### config.mk
export PLATFORM = sky130hd
export DESIGN_NAME = session_code_stream_decoder_core
export DESIGN_NICKNAME = d
export VERILOG_FILES = /design/src/hdl/scsd_pkg.sv /design/src/hdl/scsd_cfg_regs.sv /design/src/hdl/scsd_decode_core.sv /design/src/hdl/session_code_stream_decoder_core.sv
export SDC_FILE = /design/constraint.sdc
export NUM_CORES = 1
export LEC_CHECK = 0
export BUFFER_PORTS_ARGS = -buffer_cell sky130_fd_sc_hd__buf_2
export CORE_UTILIZATION = 25
export DETAILED_ROUTE_END_ITERATION = 6
export PLACE_DENSITY = 0.47
export SKIP_CTS_REPAIR_TIMING = 1
export SYNTH_ARGS = -nofsm -noshare
export SYNTH_HDL_FRONTEND = slang
export SYNTH_SLANG_ARGS = --single-unit
### constraint.sdc
create_clock -name clk -period 5.5 [get_ports clk]
set_clock_uncertainty 0.2 [all_clocks]
set_input_delay 0.825 -clock clk [delete_from_list [all_inputs] [get_ports clk]]
set_output_delay 0.825 -clock clk [all_outputs]
set_load 0.1 [all_outputs]
### src/hdl/scsd_pkg.sv
// Package for the session code stream decoder.
// Holds status and phase codes, constants and the base64/CRC helper functions.
// No dependencies.
package scsd_pkg;

	localparam int unsigned ScratchBytes = 4096;
	localparam int unsigned CntW = $clog2(ScratchBytes + 1);

	localparam logic [31:0] CrcPoly = 32'hEDB88320;
	localparam logic [31:0] CrcInit = 32'hFFFFFFFF;

	typedef enum logic [3:0] {
		ST_OK          = 4'd0,
		ST_BAD_CHAR    = 4'd1,
		ST_TOO_LONG    = 4'd2,
		ST_TRUNCATED   = 4'd3,
		ST_MAGIC       = 4'd4,
		ST_VERSION     = 4'd5,
		ST_CRC         = 4'd6,
		ST_ROLE        = 4'd7,
		ST_MALFORMED   = 4'd8,
		ST_EMPTY_DESC  = 4'd9,
		ST_LEN_MISSING = 4'd10,
		ST_CAND_TRUNC  = 4'd11,
		ST_EMPTY_CAND  = 4'd12
	} status_t;

	typedef enum logic [2:0] {
		PH_HEADER = 3'd0,
		PH_DESC   = 3'd1,
		PH_LEN_LO = 3'd2,
		PH_LEN_HI = 3'd3,
		PH_CDATA  = 3'd4,
		PH_DONE   = 3'd5,
		PH_STOP   = 3'd6
	} phase_t;

	typedef enum logic [1:0] {
		REG_MAX_DESC  = 2'd0,
		REG_MAX_CANDS = 2'd1,
		REG_MAX_CLEN  = 2'd2,
		REG_MAX_ROLE  = 2'd3
	} reg_idx_t;

	typedef struct packed {
		logic [11:0] max_desc;
		logic [7:0]  max_cands;
		logic [11:0] max_clen;
		logic [7:0]  max_role;
	} cfg_t;

	typedef struct packed {
		logic [7:0] data_byte;
		logic       data_valid;
		logic       data_kind;
		logic [7:0] candidate_number;
		logic       done_res;
		logic [3:0] status;
	} result_t;

	function automatic logic [7:0] magic_byte(input logic [1:0] pos);
		case (pos)
			2'd0:    magic_byte = 8'h54;
			2'd1:    magic_byte = 8'h4C;
			2'd2:    magic_byte = 8'h53;
			default: magic_byte = 8'h31;
		endcase
	endfunction

	// 7-bit sextet; bit 6 set means not a base64url character
	function automatic logic [6:0] sextet_of(input logic [7:0] c);
		logic [6:0] v;
		v = 7'h40;
		if (c >= 8'h41 && c <= 8'h5A) v = 7'(c - 8'h41);
		else if (c >= 8'h61 && c <= 8'h7A) v = 7'(c - 8'h61 + 8'd26);
		else if (c >= 8'h30 && c <= 8'h39) v = 7'(c - 8'h30 + 8'd52);
		else if (c == 8'h2D) v = 7'd62;
		else if (c == 8'h5F) v = 7'd63;
		return v;
	endfunction

	function automatic logic is_skip(input logic [7:0] c);
		return (c == 8'h20) || (c == 8'h09) || (c == 8'h0D) || (c == 8'h0A) || (c == 8'h3D);
	endfunction

	function automatic logic [31:0] crc_byte(input logic [31:0] crc, input logic [7:0] b);
		logic [31:0] r;
		r = crc ^ {24'd0, b};
		for (int k = 0; k < 8; k++) begin
			r = (r >> 1) ^ (r[0] ? CrcPoly : 32'd0);
		end
		return r;
	endfunction

endpackage

### src/hdl/scsd_cfg_regs.sv
// Configuration registers of the session code stream decoder.
// Depends on scsd_pkg.
module scsd_cfg_regs import scsd_pkg::*; (
	input  logic        clk,
	input  logic        arst_n,
	input  logic        cfg_valid,
	output logic        cfg_ready,
	input  logic [1:0]  cfg_index,
	input  logic [11:0] cfg_data,
	input  logic        cfg_in_range,
	output cfg_t        cfg
);

	cfg_t cfg_q;

	assign cfg_ready = 1'b1;
	assign cfg = cfg_q;

	always_ff @(posedge clk or negedge arst_n) begin
		if (!arst_n) begin
			cfg_q.max_desc  <= 12'd2048;
			cfg_q.max_cands <= 8'd16;
			cfg_q.max_clen  <= 12'd256;
			cfg_q.max_role  <= 8'd1;
		end else if (cfg_valid && cfg_in_range) begin
			unique case (reg_idx_t'(cfg_index))
				REG_MAX_DESC:  cfg_q.max_desc  <= cfg_data;
				REG_MAX_CANDS: cfg_q.max_cands <= cfg_data[7:0];
				REG_MAX_CLEN:  cfg_q.max_clen  <= cfg_data;
				REG_MAX_ROLE:  cfg_q.max_role  <= cfg_data[7:0];
				default: ;
			endcase
		end
	end

endmodule

### src/hdl/scsd_decode_core.sv
// Decoder datapath: base64url unpack, tail delay, CRC-32 and record parser.
// One character per cycle while in_go is high, from the sym input into a result register.
// Depends on scsd_pkg.
module scsd_decode_core import scsd_pkg::*; (
	input  logic       clk,
	input  logic       arst_n,
	input  logic       in_go,
	input  logic [7:0] sym,
	input  logic       last,
	input  cfg_t       cfg,
	output result_t    res
);

	logic [5:0]      left_bits_q;
	logic [2:0]      left_cnt_q;
	logic [CntW-1:0] byte_cnt_q;
	logic [7:0]      tail_q [4];
	logic [31:0]     crc_q;
	phase_t          phase_q;
	logic [31:0]     rem_q;
	logic [15:0]     cands_q;
	logic [7:0]      cidx_q;
	logic [3:0]      err_q;

	logic [5:0]      left_bits_d;
	logic [2:0]      left_cnt_d;
	logic [CntW-1:0] byte_cnt_d;
	logic [7:0]      tail_d [4];
	logic [31:0]     crc_d;
	phase_t          phase_d;
	logic [31:0]     rem_d;
	logic [15:0]     cands_d;
	logic [7:0]      cidx_d;
	logic [3:0]      err_d;
	result_t         res_d;

	logic [6:0]  sx;
	logic [11:0] acc;
	logic [3:0]  n;
	logic [7:0]  nb;
	logic [7:0]  old;
	logic [CntW-1:0] pos;
	logic [31:0] tailw;
	logic [31:0] rem_m1;
	logic [15:0] clen;
	logic [3:0]  fin;

	always_comb begin
		left_bits_d = left_bits_q;
		left_cnt_d  = left_cnt_q;
		byte_cnt_d  = byte_cnt_q;
		tail_d      = tail_q;
		crc_d       = crc_q;
		phase_d     = phase_q;
		rem_d       = rem_q;
		cands_d     = cands_q;
		cidx_d      = cidx_q;
		err_d       = err_q;
		res_d       = '0;
		sx          = sextet_of(sym);
		acc         = {left_bits_q, sx[5:0]};
		n           = 4'(left_cnt_q) + 4'd6;
		nb          = '0;
		old         = tail_q[0];
		pos         = byte_cnt_q - CntW'(4);
		rem_m1      = rem_q - 32'd1;
		clen        = '0;
		fin         = ST_OK;

		if (err_q != ST_BAD_CHAR && err_q != ST_TOO_LONG && !is_skip(sym)) begin
			if (sx[6]) begin
				err_d = ST_BAD_CHAR;
			end else begin
				if (n >= 4'd8) begin
					n = n - 4'd8;
					if (byte_cnt_q >= CntW'(ScratchBytes)) begin
						err_d = ST_TOO_LONG;
					end else begin
						nb = 8'(acc >> n);
						if (byte_cnt_q >= CntW'(4)) begin
							crc_d = crc_byte(crc_q, old);
							case (phase_q)
								PH_HEADER: begin
									if (pos < CntW'(4)) begin
										if (old != magic_byte(pos[1:0])) begin
											err_d = ST_MAGIC; phase_d = PH_STOP;
										end
									end else if (pos == CntW'(4)) begin
										if (old != 8'd1) begin
											err_d = ST_VERSION; phase_d = PH_STOP;
										end
									end else if (pos == CntW'(5)) begin
										if (old > cfg.max_role) begin
											err_d = ST_ROLE; phase_d = PH_STOP;
										end
									end else if (pos == CntW'(6)) begin
										cands_d = {8'd0, old};
									end else if (pos == CntW'(7)) begin
										cands_d = {old, cands_q[7:0]};
									end else begin
										case (pos[1:0])
											2'd0:    rem_d = rem_q | {24'd0, old};
											2'd1:    rem_d = rem_q | {16'd0, old, 8'd0};
											2'd2:    rem_d = rem_q | {8'd0, old, 16'd0};
											default: rem_d = rem_q | {old, 24'd0};
										endcase
										if (pos == CntW'(11)) begin
											if (cands_q > {8'd0, cfg.max_cands} ||
											    rem_d > {20'd0, cfg.max_desc}) begin
												err_d = ST_MALFORMED; phase_d = PH_STOP;
											end else if (rem_d == 32'd0) begin
												err_d = ST_EMPTY_DESC; phase_d = PH_STOP;
											end else begin
												phase_d = PH_DESC;
											end
										end
									end
								end
								PH_DESC: begin
									res_d.data_byte  = old;
									res_d.data_valid = 1'b1;
									rem_d = rem_m1;
									if (rem_m1 == 32'd0)
										phase_d = (cands_q != 16'd0) ? PH_LEN_LO : PH_DONE;
								end
								PH_LEN_LO: begin
									rem_d = {24'd0, old};
									phase_d = PH_LEN_HI;
								end
								PH_LEN_HI: begin
									clen = {old, rem_q[7:0]};
									rem_d = {16'd0, clen};
									if (clen > {4'd0, cfg.max_clen}) begin
										err_d = ST_CAND_TRUNC; phase_d = PH_STOP;
									end else if (clen == 16'd0) begin
										err_d = ST_EMPTY_CAND; phase_d = PH_STOP;
									end else begin
										phase_d = PH_CDATA;
									end
								end
								PH_CDATA: begin
									res_d.data_byte        = old;
									res_d.data_valid       = 1'b1;
									res_d.data_kind        = 1'b1;
									res_d.candidate_number = cidx_q;
									rem_d = rem_m1;
									if (rem_m1 == 32'd0) begin
										cands_d = cands_q - 16'd1;
										cidx_d  = cidx_q + 8'd1;
										phase_d = (cands_q != 16'd1) ? PH_LEN_LO : PH_DONE;
									end
								end
								default: ;
							endcase
						end
						tail_d[0] = tail_q[1];
						tail_d[1] = tail_q[2];
						tail_d[2] = tail_q[3];
						tail_d[3] = nb;
						byte_cnt_d = byte_cnt_q + CntW'(1);
					end
				end
				left_bits_d = 6'(acc & ((12'd1 << n) - 12'd1));
				left_cnt_d  = n[2:0];
			end
		end

		tailw = {tail_d[3], tail_d[2], tail_d[1], tail_d[0]};
		if (err_d == ST_BAD_CHAR || err_d == ST_TOO_LONG) fin = err_d;
		else if (byte_cnt_d < CntW'(16)) fin = ST_TRUNCATED;
		else if (err_d == ST_MAGIC || err_d == ST_VERSION) fin = err_d;
		else if (~crc_d != tailw) fin = ST_CRC;
		else if (err_d != ST_OK) fin = err_d;
		else begin
			case (phase_d)
				PH_DESC:              fin = ST_MALFORMED;
				PH_LEN_LO, PH_LEN_HI: fin = ST_LEN_MISSING;
				PH_CDATA:             fin = ST_CAND_TRUNC;
				PH_DONE:              fin = ST_OK;
				default:              fin = ST_TRUNCATED;
			endcase
		end
		if (last) begin
			res_d.done_res = 1'b1;
			res_d.status   = fin;
		end
	end

	always_ff @(posedge clk or negedge arst_n) begin
		if (!arst_n) begin
			left_bits_q <= '0;
			left_cnt_q  <= '0;
			byte_cnt_q  <= '0;
			tail_q      <= '{default: '0};
			crc_q       <= CrcInit;
			phase_q     <= PH_HEADER;
			rem_q       <= '0;
			cands_q     <= '0;
			cidx_q      <= '0;
			err_q       <= ST_OK;
		end else if (in_go) begin
			if (last) begin
				left_bits_q <= '0;
				left_cnt_q  <= '0;
				byte_cnt_q  <= '0;
				tail_q      <= '{default: '0};
				crc_q       <= CrcInit;
				phase_q     <= PH_HEADER;
				rem_q       <= '0;
				cands_q     <= '0;
				cidx_q      <= '0;
				err_q       <= ST_OK;
			end else begin
				left_bits_q <= left_bits_d;
				left_cnt_q  <= left_cnt_d;
				byte_cnt_q  <= byte_cnt_d;
				tail_q      <= tail_d;
				crc_q       <= crc_d;
				phase_q     <= phase_d;
				rem_q       <= rem_d;
				cands_q     <= cands_d;
				cidx_q      <= cidx_d;
				err_q       <= err_d;
			end
		end
	end

	always_ff @(posedge clk) begin
		if (in_go) res <= res_d;
	end

endmodule

### src/hdl/session_code_stream_decoder_core.sv
// Top level of the session code stream decoder.
// Depends on scsd_pkg, scsd_cfg_regs and scsd_decode_core.
//
// Decodes URL-safe base64 text, one character per transaction, into a framed
// record and gives exactly one result per character in the cycle after it is
// accepted. A character is taken every cycle; the output register only stalls
// the input when its result has not been taken. Decoded field bytes leave
// before the CRC is checked: keep them only if the final status is ok.
module session_code_stream_decoder_core import scsd_pkg::*; (
	input  logic        clk,
	input  logic        arst_n,
	input  logic        in_valid,
	output logic        in_ready,
	input  logic [7:0]  symbol,
	input  logic        final_char,
	output logic        out_valid,
	input  logic        out_ready,
	output logic [7:0]  data_byte,
	output logic        data_valid,
	output logic        data_kind,
	output logic [7:0]  candidate_number,
	output logic        done_res,
	output logic [3:0]  status,
	input  logic        cfg_valid,
	output logic        cfg_ready,
	input  logic [7:0]  cfg_index,
	input  logic [11:0] cfg_data
);

	cfg_t    cfg;
	result_t res;
	logic    out_valid_q;
	logic    in_go;

	assign in_ready = !out_valid_q || out_ready;
	assign in_go    = in_valid && in_ready;

	scsd_cfg_regs u_cfg (
		.clk          (clk),
		.arst_n       (arst_n),
		.cfg_valid    (cfg_valid),
		.cfg_ready    (cfg_ready),
		.cfg_index    (cfg_index[1:0]),
		.cfg_data     (cfg_data),
		.cfg_in_range (cfg_index[7:2] == 6'd0),
		.cfg          (cfg)
	);

	scsd_decode_core u_core (
		.clk    (clk),
		.arst_n (arst_n),
		.in_go  (in_go),
		.sym    (symbol),
		.last   (final_char),
		.cfg    (cfg),
		.res    (res)
	);

	always_ff @(posedge clk or negedge arst_n) begin
		if (!arst_n) out_valid_q <= 1'b0;
		else if (in_ready) out_valid_q <= in_valid;
	end

	assign out_valid        = out_valid_q;
	assign data_byte        = res.data_byte;
	assign data_valid       = res.data_valid;
	assign data_kind        = res.data_kind;
	assign candidate_number = res.candidate_number;
	assign done_res         = res.done_res;
	assign status           = res.status;

endmodule

== After elaboration in Yosys (flattened, before gate mapping) ==
Index checks and enable logic that the tools add are counted.

* Register bits: 213
* Input bits: 34
* Logic and storage cells: 316

* $add $sub $neg: 13
* Magnitude comparators: 15
* Equality and inequality tests: 47
* Shift-type cells: 2
* Mux-type cells: 144
* Bitwise operators: 20
* Reductions and logical operators: 49

{| class="wikitable"
|+ Operators with widths
! kind !! number
|-
| $mux 32 || 41
|-
| $xor 31x32->32 || 8
|-
| $mux 16 || 12
|-
| $pmux 32 s4 || 1
|-
| $mux 8 || 15
|-
| $mux 4 || 27
|-
| $pmux 32 s3 || 1
|-
| $mux 3 || 25
|-
| $mux 13 || 5
|-
| $logic_not 32->1 || 2
|-
| $eq 13x3->1 const B || 4
|-
| $reduce_and 12->1 || 3
|-
| $mux 7 || 5
|-
| $gt 32x12->1 || 1
|-
| $ne 32x32->1 || 1
|-
| $not 32->32 || 1
|-
| $or 32x16->32 || 1
|-
| $or 32x24->32 || 1
|-
| $or 32x32->32 || 1
|-
| $or 32x8->32 || 1
|-
| $pmux 16 s2 || 1
|-
| $sub 32x1->32 const B || 1
|-
| $xor 32x8->32 || 1
|-
| $eq 8x4->1 const B || 3
|-
| 74 further kinds || 128
|}

== Longest topological paths before layout ==
Gate-level depths: netlist of the first run.

* Depth after elaboration: 38
* Mapped depth: 20

== Modules after synthesis ==
Synthesis of the first run repeated with hierarchy kept, for this count alone.

* Cell total of the unflattened synthesis: 1,983
* Area total of the unflattened synthesis: 16,897.5 um^2

{| class="wikitable"
|+ Modules (own cells, without submodules)
! module !! times used !! cells each !! area an instance (um^2)
|-
| scsd_decode_core || 1 || 1,889 || 15,238.4
|-
| scsd_cfg_regs || 1 || 88 || 1,594.0
|-
| session_code_stream_decoder_core || 1 || 6 || 65.1
|}

== Worst setup path after synthesis of the first run ==
OpenSTA, ideal clock, no wires.

* Path kind: input to register
* Start: input symbol[2]
* End: register, netlist name u_core.res[1]
* Library setup time: 0.254 ns
* Data arrival time: 4.234 ns
* Slack: 0.812 ns
* Stages: 16
* Path buffers: 2
* Cells stage by stage: clkbuf_1 inv_1 ha_1 nor4bb_1 nor3b_1 o211ai_1 a211oi_4 buf_4 nand3_1 and3_1 or4_1 nor4_1 o2111ai_1 nor4_2 a21oi_1 a21o_1

* Longest elaborated chain between the ends: 16
* Elaborated cells between the ends (all ways): 67
* Classes of those cells: add/sub: 5; order compare: 7; eq/ne: 17; shift: 1; mux: 23; bitwise: 1; reduce/logical: 13

{| class="wikitable"
|+ RTL lines
! what !! line !! source
|-
| start: declaration || session_code_stream_decoder_core.sv:14 || <nowiki>input logic [7:0] symbol,</nowiki>
|-
| parallel branches: the longest is 15 deep, another holds $sub 7x6->7 || - ||
|-
| $mux 4 (*) || scsd_decode_core.sv:169 || <nowiki>if (err_d == ST_BAD_CHAR || err_d == ST_TOO_LONG) fin = err_d;</nowiki>
|}

Every way passes the cells marked *.
A chain may end at the register's enable or synchronous reset.

== Final worst setup path of the first run ==
* Start: register u_core.byte_cnt_q[0]
* End: register, netlist name u_core.res[1]

* Longest elaborated chain between the ends: 37
* Elaborated cells between the ends (all ways): 102
* Classes of those cells: add/sub: 2; order compare: 5; eq/ne: 18; mux: 69; bitwise: 1; reduce/logical: 7

{| class="wikitable"
|+ RTL lines
! what !! line !! source
|-
| start: declaration || scsd_decode_core.sv:16 || <nowiki>logic [CntW-1:0] byte_cnt_q;</nowiki>
|-
| start signal: assignment || scsd_decode_core.sv:216 || <nowiki>byte_cnt_q <= byte_cnt_d;</nowiki>
|-
| $sub 13x3->13 || scsd_decode_core.sv:65 || <nowiki>pos = byte_cnt_q - CntW'(4);</nowiki>
|-
| $eq 2x2->1 (tied with other cells) || scsd_pkg.sv:62, scsd_decode_core.sv:101 ||
|-
| $pmux 32 s3 || scsd_decode_core.sv:101 || <nowiki>case (pos[1:0])</nowiki>
|-
| $mux 32 || scsd_decode_core.sv:98 || <nowiki>end else if (pos == CntW'(7)) begin</nowiki>
|-
| $mux 32 || scsd_decode_core.sv:96 || <nowiki>end else if (pos == CntW'(6)) begin</nowiki>
|-
| $mux 32 || scsd_decode_core.sv:92 || <nowiki>end else if (pos == CntW'(5)) begin</nowiki>
|-
| $mux 32 || scsd_decode_core.sv:88 || <nowiki>end else if (pos == CntW'(4)) begin</nowiki>
|-
| $mux 32 || scsd_decode_core.sv:84 || <nowiki>if (pos < CntW'(4)) begin</nowiki>
|-
| (+21 left out) || - ||
|-
| $eq 3x2->1 || scsd_decode_core.sv:175 || <nowiki>case (phase_d)</nowiki>
|-
| $reduce_or 2->1 || scsd_decode_core.sv:175 ||
|-
| $pmux 4 s4 || scsd_decode_core.sv:175 ||
|-
| $mux 4 || scsd_decode_core.sv:173 || <nowiki>else if (err_d != ST_OK) fin = err_d;</nowiki>
|-
| $mux 4 || scsd_decode_core.sv:172 || <nowiki>else if (~crc_d != tailw) fin = ST_CRC;</nowiki>
|-
| $mux 4 || scsd_decode_core.sv:171 || <nowiki>else if (err_d == ST_MAGIC || err_d == ST_VERSION) fin = err_d;</nowiki>
|-
| $mux 4 || scsd_decode_core.sv:170 || <nowiki>else if (byte_cnt_d < CntW'(16)) fin = ST_TRUNCATED;</nowiki>
|-
| $mux 4 (*) || scsd_decode_core.sv:169 ||
|}

Every way passes the cells marked *; elsewhere a longest branch is shown, timed or not. The select of a mux whose other input is x is not followed.

==> flow_metrics.py, run 1 <==
metrics = {
    "run_status": {
        "status": "finished with violations",
        "violations": "DRC",
    },
    "floorplanning": {
        "io_pins": 60,
        "dieHeight_um": 262,
        "rows": 94,
        "core_area_um2": 66200,
        "die_w_um": 262,
        "dieArea_um2": 68500,
        "start_util_pct": 25.5,
    },
    "sta": {
        "fin_ws_ps": 443,
        "whs_ps": 63.2,
        "fmax_mhz": 198,
        "setup_tns_ps": 0,
        "fin_crit_ps": 5060,
        "rsz0062_at_grt": "false",
        "period_share_pct": 92.0,
        "finalSetupViolCount": 0,
        "tightestPinTransition_ps": 1100,
        "max_slew_margin_pct": 26.4,
        "hold_viol_final": 0,
        "slew_viol_final": 0,
    },
    "placed_design": {
        "hpwlAfterDp_um": 44100,
        "gp_congestion": 0.889,
        "post_dp_cell_area_um2": 18400,
        "numPortBuffers": 58,
        "dp_slack_ps": 63.4,
    },
    "clock_tree": {
        "cts-buffers-inserted": 28,
        "root_buffer": "clkbuf_16",
        "clk_pin_slew_ps": 60,
        "htree_levels": 1,
        "clock_latency_ps": 580,
        "clock_path_buffers": 3,
        "cts_tree": "built",
        "cts_num_sinks": 212,
    },
    "synth": {
        "yosys_warnings": 0,
        "syn_inst": 2054,
        "synth-seq-cells": 212,
        "yosysSeqAreaShare_pct": 32.4,
        "synthFlopType": "dfrtp_1",
        "netlist_area_um2": 16900,
        "yosys.area_share.simple_pct": 21.4,
        "syn_area_per_cell_um2": 8.21,
        "synth_nets": 2155,
        "ys_async_sr_fraction_pct": 89.2,
        "synth_xor_area_share_pct": 6.59,
        "synth-edff-count": 23,
        "synth_top_family_by_area": "compound AO/OA/AOI/OAI gates",
        "synth.distinct_cells": 94,
        "muxShareOfSynthArea_pct": 4.78,
        "synth_compound_area_share_pct": 24.8,
        "yosys.area.top_type": "dfrtp_1",
        "synth.top_cells.by_area": "dfrtp_1 23%, dfstp_2 5.6%, ha_1 5.0%",
        "synthAdderAreaFrac_pct": 4.97,
        "synth_top_area_share_pct": 22.7,
    },
    "finish": {
        "final_common_cell": "nand2_1",
        "n_antenna_cell": 0,
        "layout_common_cells": "197 x nand2_1, 153 x dfrtp_1, 151 x o21ai_0, 148 x nor2_1, 130 x a21oi_1",
        "area_growth_pct": 15.1,
        "fin_nets": 2182,
        "fill_cells": 7008,
        "final_cell_area_um2": 19400,
        "drive_gt1_share_pct": 14.4,
    },
    "drt": {
        "route.detailed.drc": 1,
        "route.detailed.wl_per_inst_um": 21.0,
        "drt-pass1-iter-count": 7,
        "via_per_inst": 5.51,
        "ant_nets": 0,
        "vias": 16300,
        "drt_iter0_markers": 1630,
        "drt-total-wl_um": 62200,
    },
    "critical_path": {
        "endpoint": "u_core.res[1]$_SDFFCE_PN0P_",
        "required_ps": 5630,
        "path_buf_inv": 5,
        "rr_worst_depth": 19,
        "cp_max_fo": 7,
        "cp_top_family": "compound AO/OA/AOI/OAI gates",
        "cp.depth": 19,
        "cpPeakStageDelay_ps": 780,
        "crit_path_start": "u_core.byte_cnt_q[0]$_DFFE_PN0P_",
        "worstPathArrival_ps": 5190,
        "crit_top_cell": "inv_1",
        "worstSetupEndpointType": "flip-flop",
        "reg2reg_setup_slack_ps": 440,
        "critPathKind": "reg2reg",
        "path_cells": "inv_1, ha_1, buf_4, inv_1, o311ai_0, inv_1, ha_1, nand4_1, o31a_1, o31a_1, nand4b_1, o31ai_1, buf_4, o41ai_1, o2bb2ai_1, a211oi_1, and2_1, o21ai_1, a21o_1",
        "worstReg2RegStart": "u_core.byte_cnt_q[0]$_DFFE_PN0P_",
        "start_kind": "flip-flop",
        "r2r_end": "u_core.res[1]$_SDFFCE_PN0P_",
        "cp_slowest_cell": "o311ai_0",
    },
    "power": {
        "p_per_area_nw_per_um2": 366,
        "ir_drop_v": 0.000262,
        "power_uw": 7100,
        "power_leakage_uw": 0.00784,
    },
    "global_routing": {
        "use_met2_pct": 29.2,
        "antenna_found_initial": 2,
        "met1_usage_pct": 25.0,
        "grt_pass1_vias": 16300,
        "use_met3_pct": 2.32,
        "busiest_layer": "met2",
        "grt_max_degree": 106,
        "grt_overflow": 0,
        "grt_pass1_wl_um": 98100,
        "grt_usage_pct": 18.2,
    },
    "min_path": {
        "hold_path_class": "in2async",
    },
    "run": {
        "cap_viol_max_count": 0,
    },
}
-- power by group --
part / internal (uW) / total, uW / leakage (uW) / switching (uW)
registers: 1820 / 2160 / 0.00264 / 339
logic: 1090 / 2830 / 0.00470 / 1740
clock network: 1320 / 2120 / 0.000499 / 794
total: 4240 / 7100 / 0.00784 / 2870
-- flip-flops by register name (all words and copies together), names as in the netlist --
signal,count
u_core.err_q,4
u_core.left_cnt_q,2
u_core.old,8
u_cfg.cfg,40
u_core.tail_q,24
u_core.cidx_q,8
u_core.rem_q,32
u_core.res,23
u_core.crc_q,32
u_core.cands_q,16
out_valid,1
u_core.byte_cnt_q,13
u_core.left_bits_q,6
u_core.phase_q,3
-- area by class of cell --
cell class	count	area [um2]	area share [%]
Multi-Input combinational cell	1619	10600	54.4
Sequential cell	212	5470	28.1
Tap cell	864	1080	5.57
Timing Repair Buffer	141	950	4.89
Clock buffer	35	768	3.96
Inverter	79	297	1.53
Clock inverter	17	288	1.48
-- synthesized netlist by cell type (all sizes together) (15+ instances only) --
| library cell | instances |
|---|---|
| buf | 32 |
| a22oi | 43 |
| nor2b | 18 |
| o211ai | 26 |
| clkbuf | 112 |
| nand4 | 36 |
| nand2 | 198 |
| edfxtp | 23 |
| o22ai | 33 |
| nand3b | 19 |
| dfrtp | 153 |
| dfstp | 36 |
| nor4 | 31 |
| or3 | 19 |
| a22o | 20 |
| xor2 | 43 |
| and2 | 19 |
| xnor2 | 83 |
| inv | 78 |
| a21o | 15 |
| a31oi | 17 |
| nor3 | 70 |
| mux2i | 22 |
| o21ai | 163 |
| o31ai | 54 |
| a21oi | 132 |
| nand3 | 63 |
| nor2 | 150 |
| ha | 67 |
| mux2 | 50 |
| and3 | 29 |
-- per-stage QoR --
stage | instances | util [%]
4_1_cts | 2967 | 29.3
3_5_place_dp | 2915 | 27.7
6_report | 2967 | 29.3
5_1_grt | 2967 | 29.3
2_1_floorplan | 2054 | -
3_3_place_gp | 2915 | 27.7
-- routing by layer --
metal,vias up,routed length [um]
met5,-,0
met1,8013,28600
met4,0,1890
li1,7666,-
met2,549,28300
met3,118,3430
-- kinds of logic after synthesis --
logic type | Yosys count
other | 1
flip-flops | 212
buffers and inverters | 223
AND/OR/NAND/NOR | 720
AO/OA/AOI/OAI | 632
adder cells (fa/ha/maj) | 67
XOR/XNOR | 126
multiplexers | 73
-- worst register-to-register path, cell delays in order (launching register included) --
cell,delay [ps]
dfrtp_1,490
inv_1,150
ha_1,220
buf_4,190
inv_1,170
o311ai_0,780
inv_1,120
ha_1,310
nand4_1,90
o31a_1,280
o31a_1,120
nand4b_1,230
o31ai_1,300
buf_4,180
o41ai_1,90
o2bb2ai_1,170
a211oi_1,310
and2_1,180
o21ai_1,60
a21o_1,170
-- worst min-delay path by stage --
| stage | from | endpoint | cells past startpoint | slack (ps) |
|---|---|---|---|---|
| 2_1_floorplan | u_cfg.cfg[9]$_DFFE_PN0P_ | u_cfg.cfg[9]$_DFFE_PN0P_ | 1 | 280 |
| 3_3_place_gp | u_cfg.cfg[5]$_DFFE_PN0P_ | u_cfg.cfg[5]$_DFFE_PN0P_ | 1 | 290 |
| 3_5_place_dp | u_cfg.cfg[6]$_DFFE_PN0P_ | u_cfg.cfg[6]$_DFFE_PN0P_ | 1 | 290 |
| 4_1_cts | arst_n | u_cfg.cfg[22]$_DFFE_PN0P_ | 1 | 110 |
| 5_1_grt | arst_n | u_cfg.cfg[22]$_DFFE_PN0P_ | 1 | 110 |
| 6_report | arst_n | u_cfg.cfg[22]$_DFFE_PN0P_ | 1 | 60 |
Note: power is estimated with default switching activity, not from simulation.
==> run 2, diff against run 1 <==
--- a/config.mk
+++ b/config.mk
@@ -6,6 +6,7 @@
 export NUM_CORES = 1
 export LEC_CHECK = 0
 export BUFFER_PORTS_ARGS = -buffer_cell sky130_fd_sc_hd__buf_2
+export CORE_ASPECT_RATIO = 0.5
 export CORE_UTILIZATION = 25
 export DETAILED_ROUTE_END_ITERATION = 6
 export PLACE_DENSITY = 0.47
==> run 2 against run 1 <==
  * The run now ends clean
  * Via count fell by 0.23%
  * Non-clock buffer count fell by 4
  * Clock power fell by 15%
  * Setup slack got worse by 58 ps
  * Die area barely moved
  * Sequential share of layout area rose by 0.25 points
  * Wire length fell by 1.7%
  * Register-to-register slack improved by 60 ps
  * Sequential power barely moved
  * Worst hold slack improved by 99 ps
  * Critical path depth fell by 2
  * Largest power group unchanged
  * Highest routed layer unchanged
==> flow_metrics.py, run 2 (same netlist as run 1, synthesis figures left out) <==
metrics = {
    "finish": {
        "largest_register_ffs": 40,
        "fill_cells": 7042,
        "drive_gt1_share_pct": 14.1,
        "multiInputGateArea_um2": 10600,
        "final_common_cell": "nand2_1",
        "fin_nets": 2175,
        "n_antenna_cell": 0,
        "regArea_um2": 5470,
        "area_growth_pct": 14.1,
        "layout_common_cells": "197 x nand2_1, 153 x dfrtp_1, 151 x o21ai_0, 148 x nor2_1, 130 x a21oi_1",
    },
    "floorplanning": {
        "io_pins": 60,
        "dieHeight_um": 186,
        "dieArea_um2": 68600,
        "rows": 66,
        "core_area_um2": 65800,
        "start_util_pct": 25.6,
        "die_w_um": 369,
    },
    "sta": {
        "rsz0062_at_grt": "false",
        "period_share_pct": 93.0,
        "finalSetupViolCount": 0,
        "slew_viol_final": 0,
        "fin_ws_ps": 385,
        "max_slew_margin_pct": 39.5,
        "fin_crit_ps": 5120,
        "setup_tns_ps": 0,
        "hold_viol_final": 0,
        "fmax_mhz": 196,
        "tightestPinTransition_ps": 908,
    },
    "critical_path": {
        "required_ps": 5600,
        "reg2reg_setup_slack_ps": 500,
        "start_kind": "primary input",
        "worstSetupEndpointType": "flip-flop",
        "worstReg2RegStart": "u_core.byte_cnt_q[0]$_DFFE_PN0P_",
        "path_cells": "buf_2, inv_1, ha_1, nor4bb_1, nor3b_1, o211ai_1, a211oi_4, buf_4, mux2_2, o21ai_0, nand4_1, nor4_1, o2111ai_1, nor4_2, buf_4, a21oi_1, a21o_1",
        "worstPathArrival_ps": 5220,
        "r2r_end": "u_core.res[1]$_SDFFCE_PN0P_",
        "cpPeakStageDelay_ps": 520,
        "rr_worst_depth": 18,
        "crit_top_cell": "buf_4",
        "cp_slowest_cell": "a211oi_4",
        "critPathKind": "in2reg",
        "cp_max_fo": 31,
    },
    "clock_tree": {
        "clock_path_buffers": 3,
        "clock_latency_ps": 570,
        "root_buffer": "clkbuf_16",
        "cts-buffers-inserted": 25,
        "htree_levels": 1,
        "cts_num_sinks": 212,
        "cts_tree": "built",
        "clk_pin_slew_ps": 60,
    },
    "global_routing": {
        "use_met2_pct": 27.3,
        "grt_usage_pct": 17.5,
        "grt_overflow": 0,
        "grt_pass1_wl_um": 94700,
        "busiest_layer": "met2",
        "use_met3_pct": 2.62,
        "grt_max_degree": 96,
        "met1_usage_pct": 24.8,
        "antenna_found_initial": 0,
        "grt_pass1_vias": 15600,
    },
    "placed_design": {
        "gp_congestion": 0.890,
        "hpwlAfterDp_um": 43000,
        "dp_slack_ps": -100,
        "numPortBuffers": 58,
    },
    "drt": {
        "ant_nets": 0,
        "route.detailed.drc": 0,
        "route.detailed.wl_per_inst_um": 20.5,
        "via_per_inst": 5.48,
        "vias": 16300,
        "drt_iter0_markers": 1519,
        "drt-pass1-iter-count": 7,
        "drt-total-wl_um": 61100,
    },
    "power": {
        "ir_drop_v": 0.000205,
        "p_per_area_nw_per_um2": 352,
        "power_leakage_uw": 0.00775,
    },
    "run_status": {
        "status": "completed",
    },
    "run": {
        "cap_viol_max_count": 0,
    },
    "min_path": {
        "hold_path_class": "in2async",
    },
}
-- run 2: cell count changes in the layout (fill, tap and decap cells not counted), sizes merged --
| cell | previous run | this run |
|---|---|---|
| clkbuf | 36 | 33 |
| buf | 140 | 136 |
| bufinv | 7 | 4 |
| clkinv | 6 | 7 |
| clkinvlp | 4 | 3 |
-- run 2: worst max-delay path by stage --
stage | to | cells after the start | slack, ps | from
4_1_cts | u_core.res[1]$_SDFFCE_PN0P_ | 12 | 320 | u_core.byte_cnt_q[4]$_DFFE_PN0P_
3_5_place_dp | u_core.res[1]$_SDFFCE_PN0P_ | 17 | -100 | symbol[0]
6_report | u_core.res[1]$_SDFFCE_PN0P_ | 17 | 390 | symbol[0]
5_1_grt | u_core.res[3]$_SDFFCE_PN0P_ | 18 | 40 | u_core.byte_cnt_q[0]$_DFFE_PN0P_
3_3_place_gp | u_core.res[1]$_SDFFCE_PN0P_ | 17 | -60 | symbol[2]
2_1_floorplan | u_core.res[1]$_SDFFCE_PN0P_ | 16 | 810 | symbol[2]
-- run 2: routing by layer --
layer / wire length, um / part of all wire [%]
met1: 28800 / 47
met5: 0 / 0
met3: 3780 / 6.2
met2: 26800 / 44
met4: 1650 / 2.7
-- run 2: layout make-up --
cell class,count,area share (%)
Multi-Input combinational cell,1619,55.0
Sequential cell,212,28.4
Tap cell,884,5.75
Timing Repair Buffer,137,4.84
Clock buffer,32,3.54
Inverter,79,1.54
Clock inverter,14,0.962
-- run 2: where the power goes --
group / switching, uW / internal [uW]
clock: 746 / 1070
sequential: 326 / 1820
combinational: 1730 / 1090
-- run 2: worst max-delay path, delay by kind of cell --
family                     cells  cell delay [ps]
AOI/OAI and AO/OA              6             1330
muxes                          1              390
adders and majority gates      1              280
and+or+nand+nor                5             1490
buffers and inverters          4              890
-- run 2: through the flow --
stage | power, uW | instances | area (um2) | utilization (%) | hold slack (ps)
after floorplan | 4020 | 2054 | 16900 | - | 279
after global placement | 4960 | 2928 | 18300 | 27.9 | 290
after detailed placement | 4950 | 2928 | 18300 | 27.9 | 295
after CTS | 6800 | 2974 | 19200 | 29.2 | 215
after global routing | 7190 | 2977 | 19200 | 29.2 | 220
final | 6780 | 2977 | 19200 | 29.2 | 162
==> run 3, diff against run 2 <==
--- a/config.mk
+++ b/config.mk
@@ -13,4 +13,5 @@
 export SKIP_CTS_REPAIR_TIMING = 1
 export SYNTH_ARGS = -nofsm -noshare
 export SYNTH_HDL_FRONTEND = slang
+export SYNTH_HIERARCHICAL = 1
 export SYNTH_SLANG_ARGS = --single-unit
==> run 3 against run 2 <==
  * Critical endpoint is now u_core/res[0]$_SDFFCE_PN0P_
  * Critical path depth fell by 3
  * Highest routed layer unchanged
  * Clock power rose by 7%
  * Cell count fell by 3.0%
  * First-iteration DRC count fell by 6.6%
  * Largest cell class unchanged
  * Sequential share of layout area rose by 0.093 points
==> flow_metrics.py, run 3 <==
metrics = {
    "drt": {
        "drt_iter0_markers": 1418,
        "route.detailed.wl_per_inst_um": 20.9,
        "drt-pass1-iter-count": 7,
        "route.detailed.drc": 0,
        "drt-total-wl_um": 60400,
        "via_per_inst": 5.34,
        "vias": 15400,
        "ant_nets": 0,
    },
    "clock_tree": {
        "cts_tree": "built",
        "clock_path_buffers": 3,
        "root_buffer": "clkbuf_16",
        "cts_num_sinks": 212,
        "clock_latency_ps": 560,
        "cts-buffers-inserted": 26,
        "htree_levels": 1,
        "clk_pin_slew_ps": 60,
    },
    "critical_path": {
        "cp_top_family": "simple AND/OR/NAND/NOR gates",
        "path_buf_inv": 1,
        "critPathKind": "reg2reg",
        "required_ps": 5740,
        "worstSetupEndpointType": "flip-flop",
        "cp_slowest_cell": "nor4_1",
        "cp_max_fo": 19,
        "path_cells": "inv_1, ha_1, nor4_1, nor2_1, nor3_1, and3_1, nand3_1, nor3_1, a211oi_1, nor3_4, nand2_1, a21o_1, a2111oi_2, o21a_1",
        "worstPathArrival_ps": 5200,
        "start_kind": "flip-flop",
        "cpPeakStageDelay_ps": 640,
        "crit_top_cell": "nor3_1",
    },
    "sta": {
        "hold_viol_final": 0,
        "period_share_pct": 90.3,
        "fmax_mhz": 201,
        "rsz0062_at_grt": "false",
        "setup_tns_ps": 0,
        "slew_viol_final": 0,
        "max_slew_margin_pct": 33.6,
        "finalSetupViolCount": 0,
        "fin_crit_ps": 4970,
        "fin_ws_ps": 534,
        "tightestPinTransition_ps": 988,
    },
    "global_routing": {
        "grt_usage_pct": 17.5,
        "grt_overflow": 0,
        "grt_pass1_vias": 14800,
        "antenna_found_initial": 2,
        "grt_pass1_wl_um": 93600,
        "grt_max_degree": 97,
    },
    "floorplanning": {
        "die_w_um": 370,
        "dieHeight_um": 186,
        "rows": 66,
        "io_pins": 60,
        "core_area_um2": 65900,
        "start_util_pct": 25.6,
        "dieArea_um2": 68700,
    },
    "power": {
        "power_leakage_uw": 0.00779,
        "p_per_area_nw_per_um2": 361,
        "ir_drop_v": 0.000239,
    },
    "finish": {
        "multiInputGateArea_um2": 10500,
        "area_growth_pct": 13.5,
        "fin_nets": 2085,
        "largest_register_ffs": 40,
        "fin_cells": 2889,
        "regArea_um2": 5470,
        "final_cell_area_um2": 19200,
        "final_common_cell": "nand2_1",
        "layout_common_cells": "182 x nand2_1, 156 x nor2_1, 153 x dfrtp_1, 126 x o21ai_0, 119 x a21oi_1",
        "fill_cells": 7048,
        "drive_gt1_share_pct": 15.1,
    },
    "synth": {
        "yosysSeqAreaShare_pct": 32.3,
        "yosysMostFrequentCell": "nand2_1",
        "synth-edff-count": 23,
        "ys_async_sr_fraction_pct": 89.2,
        "synth_nets": 2084,
        "yosys-top-cells-count": "182 x nand2_1, 158 x nor2_1, 153 x dfrtp_1",
        "synth.top_cells.by_area": "dfrtp_1 23%, dfstp_2 5.6%, ha_1 5.0%",
        "yosys_warnings": 6,
        "syn_inst": 1983,
        "netlist_area_um2": 16900,
        "synth_top_area_share_pct": 22.7,
        "synth.distinct_cells": 104,
        "synth-seq-cells": 212,
        "syn_area_per_cell_um2": 8.52,
        "synthFlopType": "dfrtp_1",
        "yosys.area.top_type": "dfrtp_1",
    },
    "placed_design": {
        "dp_slack_ps": 398,
        "dp_cells": 2840,
        "gp_congestion": 0.899,
        "post_dp_cell_area_um2": 18200,
        "hpwlAfterDp_um": 43300,
        "numPortBuffers": 58,
    },
    "run": {
        "cap_viol_max_count": 0,
    },
    "min_path": {
        "hold_path_class": "in2async",
    },
    "run_status": {
        "status": "completed",
    },
}
run 3: cell count changes in the layout (fill, tap and decap cells not counted), sizes merged, moves of 15 or more:
cell	previous run	this run
a22o	20	35
a22oi	43	14
xnor2	83	102
o21ai	163	130
nand2	198	183
run 3: area by class of cell:
type | count | share of cell area [%]
diodes | 1 | 0.0130
repair buffers | 124 | 4.21
inverters | 85 | 1.66
multi-input cells | 1535 | 54.9
clock inverters | 11 | 1.01
well taps | 884 | 5.77
flip-flops and latches | 212 | 28.5
clock buffers | 37 | 3.98
run 3: worst reg2reg max path, delay by kind of cell, from the launching register on:
family,cells,cell delay [ps]
adder cells (fa/ha/maj),1,470
AND/OR/NAND/NOR,8,2640
buffers and inverters,1,160
AO/OA/AOI/OAI,4,910
flip-flops,1,460
run 3: final timing paths:
| check | startpoint | to | slack [ps] | depth (start not counted) |
|---|---|---|---|---|
| max | u_core/byte_cnt_q[0]$_DFFE_PN0P_ | u_core/res[0]$_SDFFCE_PN0P_ | 530 | 14 |
| max in group asynchronous | arst_n | u_core/rem_q[2]$_DFFE_PN0P_ | 3720 | 2 |
| min reg2reg | u_cfg/cfg[14]$_DFFE_PN0P_ | u_cfg/cfg[14]$_DFFE_PN0P_ | 310 | 1 |
| min | arst_n | u_core/left_bits_q[0]$_DFFE_PN0P_ | 170 | 1 |
| max reg2reg | u_core/byte_cnt_q[0]$_DFFE_PN0P_ | u_core/res[0]$_SDFFCE_PN0P_ | 530 | 14 |
| min in group clk | in_valid | out_valid$_DFFE_PN0P_ | 260 | 2 |
run 3: cell families (layout without fill, tap and decap cells):
logic type	after synthesis	after routing	synth area share (%)
simple gates	678	678	20.5
mux	68	68	4.83
compound gates	568	568	22.8
other cells	1	2	0.0222
buf+inv	236	257	5.52
flops	212	212	32.3
xor+xnor	153	153	9.03
fa+ha+maj	67	67	4.96
run 3: power by group:
part / total, uW / switching [uW] / leakage [uW] / internal, uW
Sequential: 1900 / 196 / 0.00271 / 1700
Combinational: 3090 / 2000 / 0.00461 / 1080
Clock: 1940 / 741 / 0.000466 / 1200
Total: 6920 / 2940 / 0.00779 / 3980
run 3: through the flow:
stage	util, %	total power [uW]	hold slack (ps)
2_1_floorplan	-	4010	260
3_3_place_gp	27.7	4960	290
3_5_place_dp	27.7	4950	292
4_1_cts	29.1	6950	188
5_1_grt	29.1	7380	199
6_report	29.1	6920	173
run 3: routing by layer:
layer	track usage (%)	share of wire, %	up-vias
li1	-	-	7267
met1	24.4	47	7602
met2	28.2	45	480
met3	2.42	5.5	81
met4	4.35	2.6	0
met5	0	0	-
